[config.mk]
export PLATFORM = sky130hd
export DESIGN_NAME = fcpa_ctrl
export DESIGN_NICKNAME = d
export VERILOG_FILES = /design/src/design/fcpa_pkg.sv /design/src/design/fcpa_ctrl.sv
export SDC_FILE = /design/constraint.sdc
export NUM_CORES = 1
export LEC_CHECK = 0
export ABC_AREA = 1
export ABC_CLOCK_PERIOD_IN_PS = 1030
export BUFFER_PORTS_ARGS = -buffer_cell sky130_fd_sc_hd__buf_2
export CAP_MARGIN = 25
export CORE_AREA = 2 2 39 41
export CTS_CLUSTER_DIAMETER = 80
export DETAILED_ROUTE_END_ITERATION = 12
export DIE_AREA = 0 0 41 43
export GPL_TIMING_DRIVEN = 0
export PLACE_DENSITY = 0.55
export SYNTH_ARGS = -nofsm -noshare
export SYNTH_HDL_FRONTEND = slang
export SYNTH_SLANG_ARGS = --single-unit
[constraint.sdc]
create_clock -name i_clk -period 1.03 [get_ports i_clk]
set_clock_uncertainty 0.05 [all_clocks]
set_input_delay 0.2575 -clock i_clk [delete_from_list [all_inputs] [get_ports i_clk]]
set_output_delay 0.2575 -clock i_clk [all_outputs]
set_load 0.02 [all_outputs]
[src/design/fcpa_pkg.sv]
// ----------------------------------------------------------------------------
// fcpa_pkg
// Shared constants, request and status codes, and the control/status
// structures that pass between the pool allocator's controller and datapath.
// ----------------------------------------------------------------------------
`default_nettype none

package fcpa_pkg;

    localparam int MAX_CHUNKS = 1024;
    localparam int ADDR_W     = 32;
    localparam int CNT_W      = $clog2(MAX_CHUNKS + 1);
    localparam int IDX_W      = $clog2(MAX_CHUNKS);
    localparam int CHUNK_W    = 21;
    localparam int ACHUNK_W   = CHUNK_W + 1;
    localparam int ALIGN_W    = 3;
    localparam int STAT_W     = 3;
    localparam int REQ_W      = 2;

    localparam logic [REQ_W-1:0] REQ_ALLOC = 2'd0;
    localparam logic [REQ_W-1:0] REQ_FREE  = 2'd1;
    localparam logic [REQ_W-1:0] REQ_CLEAR = 2'd2;

    localparam logic [STAT_W-1:0] ST_OK    = 3'd0;
    localparam logic [STAT_W-1:0] ST_EMPTY = 3'd1;
    localparam logic [STAT_W-1:0] ST_NULL  = 3'd2;
    localparam logic [STAT_W-1:0] ST_RANGE = 3'd3;
    localparam logic [STAT_W-1:0] ST_FULL  = 3'd4;

    localparam logic [1:0] REG_BASE  = 2'd0;
    localparam logic [1:0] REG_POOL  = 2'd1;
    localparam logic [1:0] REG_CHUNK = 2'd2;
    localparam logic [1:0] REG_ALIGN = 2'd3;

    typedef struct packed {
        logic [ADDR_W-1:0]  base_address;
        logic [31:0]        pool_bytes;
        logic [CHUNK_W-1:0] chunk_bytes;
        logic [ALIGN_W-1:0] align_log2;
    } t_cfg;

    typedef struct packed {
        logic              pop;
        logic              push;
        logic              set_code;
        logic [STAT_W-1:0] code;
        logic              clear_init;
        logic              fill_step;
        logic              fill_end;
        logic              load_out;
    } t_cmd;

    typedef struct packed {
        logic              alloc_ok;
        logic [STAT_W-1:0] free_code;
        logic              fill_more;
    } t_stat;

endpackage

`default_nettype wire

[src/design/fcpa_ctrl.sv]
// ----------------------------------------------------------------------------
// fcpa_ctrl
// Request sequencer: decodes each transaction, drives the datapath through
// pop, push and fill steps, and owns the result valid flag.
// ----------------------------------------------------------------------------
`default_nettype none

module fcpa_ctrl
    import fcpa_pkg::*;
(
    input  wire logic             i_clk,
    input  wire logic             i_rst_n,
    input  wire logic             i_in_valid,
    output logic                  o_in_ready,
    input  wire logic [REQ_W-1:0] i_req_type,
    output logic                  o_out_valid,
    input  wire logic             i_out_ready,
    input  wire t_stat            i_stat,
    output t_cmd                  o_cmd
);

    typedef enum logic [1:0] {
        S_IDLE,
        S_FILL,
        S_RESP
    } t_state;

    t_state r_state, n_state;
    logic   r_out_valid, n_out_valid;
    logic   w_accept;
    logic   w_out_free;

    assign o_in_ready  = (r_state == S_IDLE);
    assign o_out_valid = r_out_valid;
    assign w_accept    = i_in_valid && o_in_ready;
    assign w_out_free  = !r_out_valid || i_out_ready;

    always_comb begin
        n_state     = r_state;
        n_out_valid = r_out_valid && !i_out_ready;
        o_cmd       = '0;
        o_cmd.code  = ST_OK;
        unique case (r_state)
            S_IDLE: begin
                if (w_accept) begin
                    n_state = S_RESP;
                    case (i_req_type)
                        REQ_ALLOC: begin
                            if (i_stat.alloc_ok) begin
                                o_cmd.pop = 1'b1;
                            end else begin
                                o_cmd.set_code = 1'b1;
                                o_cmd.code     = ST_EMPTY;
                            end
                        end
                        REQ_FREE: begin
                            if (i_stat.free_code == ST_OK) begin
                                o_cmd.push = 1'b1;
                            end else begin
                                o_cmd.set_code = 1'b1;
                                o_cmd.code     = i_stat.free_code;
                            end
                        end
                        REQ_CLEAR: begin
                            o_cmd.clear_init = 1'b1;
                            n_state          = S_FILL;
                        end
                        default: begin
                            o_cmd.set_code = 1'b1;
                        end
                    endcase
                end
            end
            S_FILL: begin
                if (i_stat.fill_more) begin
                    o_cmd.fill_step = 1'b1;
                end else begin
                    o_cmd.fill_end = 1'b1;
                    n_state        = S_RESP;
                end
            end
            S_RESP: begin
                if (w_out_free) begin
                    o_cmd.load_out = 1'b1;
                    n_out_valid    = 1'b1;
                    n_state        = S_IDLE;
                end
            end
            default: n_state = S_IDLE;
        endcase
    end

    always_ff @(posedge i_clk) begin
        if (!i_rst_n) begin
            r_state     <= S_IDLE;
            r_out_valid <= 1'b0;
        end else begin
            r_state     <= n_state;
            r_out_valid <= n_out_valid;
        end
    end

endmodule

`default_nettype wire

# After elaboration in Yosys (flattened, before gate mapping)
# Cells that the tools add are included.
[word_totals] wordCells=41 in_bits=11 regBits=3 output_inout_bits=12
[op_classes] n_reduce_logical=9 n_eq_ne=7 n_mux=23
[op_table] operator="two-way mux 7 bit" count=2
[op_table] operator="two-way mux 1 bit" count=11
[op_table] operator="two-way mux 2 bit" count=5
[op_table] operator="two-way mux 4 bit" count=2
[op_table] operator="case mux 2 bit (3 select lines)" count=1
[op_table] operator="case mux 3 bit (2 select lines)" count=1
[op_table] operator="equality test 2 x 1 -> 1 bit, second input constant" count=2
[op_table] operator="equality test 2 bit, second input constant" count=2
[op_table] operator="zero test 2 bit" count=2
[op_table] operator="inequality test 2 bit, second input constant" count=2
[op_table] operator="zero test 3 bit" count=1
[op_table] operator="case mux 1 bit (3 select lines)" count=1
[op_table] operator="AND reduction 3 bit" count=1
[op_table] operator="logical AND 1 bit" count=2
[op_table] operator="zero test 1 bit" count=2
[op_table] operator="inequality test 2 x 1 -> 1 bit, second input constant" count=1
[op_table] operator="logical OR 1 bit" count=1

# Longest topological paths before layout
[depth] ltp_word=5 ltp_mapped=7 ltp_nobuf=7

# Least setup slack after synthesis
# No wires, ideal clock.
[synth_path] path_kind="register -> output" startpoint="register r_state[0]" endpoint="output port o_cmd[8] (netlist name)" path_stages_with_launch=4 required_ns=0.722 n_path_buf=0 arrival_time_ns=1.155 path_slack_ns=-0.432 cell_sequence="dfxtp_1 -> nor2_4 -> nand2_4 -> nor3_1"
[synth_lines] item="start: declaration" line_no="fcpa_ctrl.sv:28" source="t_state r_state, n_state;"
[synth_lines] item="start signal: assignment" line_no="fcpa_ctrl.sv:98" source="r_state <= n_state;"
[synth_lines] item="end: declaration" line_no="fcpa_ctrl.sv:19" source="output t_cmd o_cmd"

==> results.json <==
{
  "synth_top_cell_by_area": "dfxtp_1",
  "final_cell_mix": "12 x buf_6, 10 x buf_2, 8 x nand2_1",
  "startpoint_type": "register",
  "cts_sinks": 3,
  "dieArea_sq_um": 1760,
  "cp_max_fo": 5,
  "worstPathArrival_ps": 1170,
  "grt_max_degree": 7,
  "start_util_pct": 20.5,
  "max_freq_mhz": 677,
  "layout_commonest_cell": "buf_6",
  "antenna_found_initial": 0,
  "violations": "setup timing",
  "grt_pass1_vias": 400,
  "period_share_pct": 143,
  "hold_class": "primary input to register",
  "layout-drive-gt1-share_pct": 71.6,
  "fin_crit_ps": 1480,
  "cp.required_ps": 720,
  "vias": 417,
  "clock_latency_ps": 230,
  "cts_tree": "done",
  "ys_seq_area_share_pct": 21.1,
  "drt_first_pass_iters": 2,
  "drt_iter0_markers": 1,
  "avgSynthCellArea_sq_um": 5.92,
  "yosys-top-cells-area": "dfxtp_1 21%, nand2_1 15%, nor2_1 12%",
  "area_growth_pct": 139,
  "routed_wl_microns": 872,
  "synth.top_cell.area_share_pct": 21.1,
  "ant_nets": 0,
  "rsz0062_at_grt": "yes",
  "dieWidth_microns": 41,
  "yosysUniqueCellTypes": 17,
  "htreeDepth": 1,
  "post_dp_cell_area_sq_um": 470,
  "overflow": 0,
  "cts-buffers-inserted": 3,
  "ys_ff_latch": 3,
  "clk_pin_slew_ps": 40,
  "p_per_area_nw_per_um2": 945,
  "die_h_microns": 43,
  "clock_path_buffers": 2,
  "slew_viol_final": 0,
  "fin_nets": 93,
  "routed_via_density": 4.30,
  "gr-usage-all-layers_pct": 12.2,
  "pin_count": 23,
  "drc": 0,
  "grt_first_pass_wirelength_mm": 1.44,
  "hold_viol_final": 0,
  "antenna_cells": 0,
  "fin_ws_ps": -447,
  "syn-cell-area_sq_um": 284,
  "ir_drop_uv": 412,
  "synthCells": 48,
  "io_buffer_count": 22,
  "synth_warnings": 0,
  "core_sq_um": 1380,
  "cp-end-kind": "output pin",
  "place_congestion": 0.665,
  "rows": 14,
  "postCtsHoldBufs": 0,
  "setup_viol": 13,
  "max_cap_viol_count": 0,
  "status": "finished, violations left",
  "clk_root_buffer_cell": "clkbuf_4",
  "critPathKind": "register to output pin",
  "worst_pin_slew_ps": 319,
  "syn_nets": 59,
  "relSlewSlack_pct": 78.7,
  "dp_hpwl_microns": 588,
  "p_leak_nw": 0.334,
  "drt-wirelength-per-cell_microns": 8.99,
  "pre_cts_slack_ps": -363,
  "final_area_sq_um": 678
}
## metrics by stage
stage,utilization (%),TNS (ps),hold slack (ps),std cells,power [mW]
6_report,49.0,-4370,227,97,0.641
5_1_grt,49.0,-5040,225,97,0.693
4_1_cts,43.6,-4010,214,94,0.597
3_5_place_dp,34.0,-2200,458,86,0.328
3_3_place_gp,34.0,-2180,454,86,0.328
2_1_floorplan,-,-1980,325,48,0.266
## Yosys cell counts
cell type	n
a21boi_2	1
a21oi_1	2
dfxtp_1	3
inv_1	8
inv_2	2
nand2_1	11
nand2_2	1
nand2_4	1
nand3_1	1
nand3_2	1
nand4_1	1
nor2_1	9
nor2_4	1
nor3_1	3
nor4_2	1
o21a_1	1
o21ai_1	1
## registers in the layout, indices dropped and copies added, names as in the netlist
name and flops:
o_out_valid 1, r_state 2
## logic make-up after synthesis
group                  count (synthesis)  synth area share, %
and+or+nand+nor                       30                 53.7
DFF                                    3                 21.1
buffers and inverters                 10                 13.2
AOI/OAI and AO/OA                      5                 11.9
## repair_timing
action,4_1_cts,5_1_grt
buffers inserted,4,3
gates resized for setup,25,16
pin swaps,5,4
hold endpoints to repair,0,0
endpoints found under the setup margin,11,13
## final cells by class
cell class              instances  area (sq um)
flip-flops and latches          3          66.3
well taps                      16          20.0
inverters                      10          50.0
fillers                       151           706
multi-input cells              35           278
clock buffers                   4          26.3
repair buffers                 29           238
## final timing paths
check | startpoint | end | slack, ps | cells after the start
setup / recovery | r_state[1] | o_cmd[7] | -450 | 6
hold / removal | i_rst_n | o_out_valid | 230 | 2
setup reg to reg | r_state[1] | r_state[1] | -110 | 9
hold reg to reg | o_out_valid | o_out_valid | 590 | 3
## power by group
part | switching, mW | internal (mW) | leakage [nW] | total [mW]
combinational | 0.161 | 0.140 | 0.292 | 0.301
clock | 0.0615 | 0.145 | 0.0150 | 0.207
sequential | 0.00798 | 0.126 | 0.0261 | 0.134
## critical path: stages (launching register included)
cell and delay [ps]:
dfxtp_2 330, nor2_4 140, nand2_4 120, inv_6 90, o21ai_4 60, nor2_4 90, buf_6 120
## routing by layer
| layer | part of all wire, % | vias up | GRT usage, % |
|---|---|---|---|
| li1 | - | 216 | - |
| met4 | 2.2 | 0 | 10.0 |
| met2 | 51 | 21 | 18.8 |
| met5 | 0 | - | 0 |
| met3 | 8.9 | 2 | 3.14 |
| met1 | 38 | 178 | 13.1 |
Note: power is estimated with default switching activity, not from simulation.
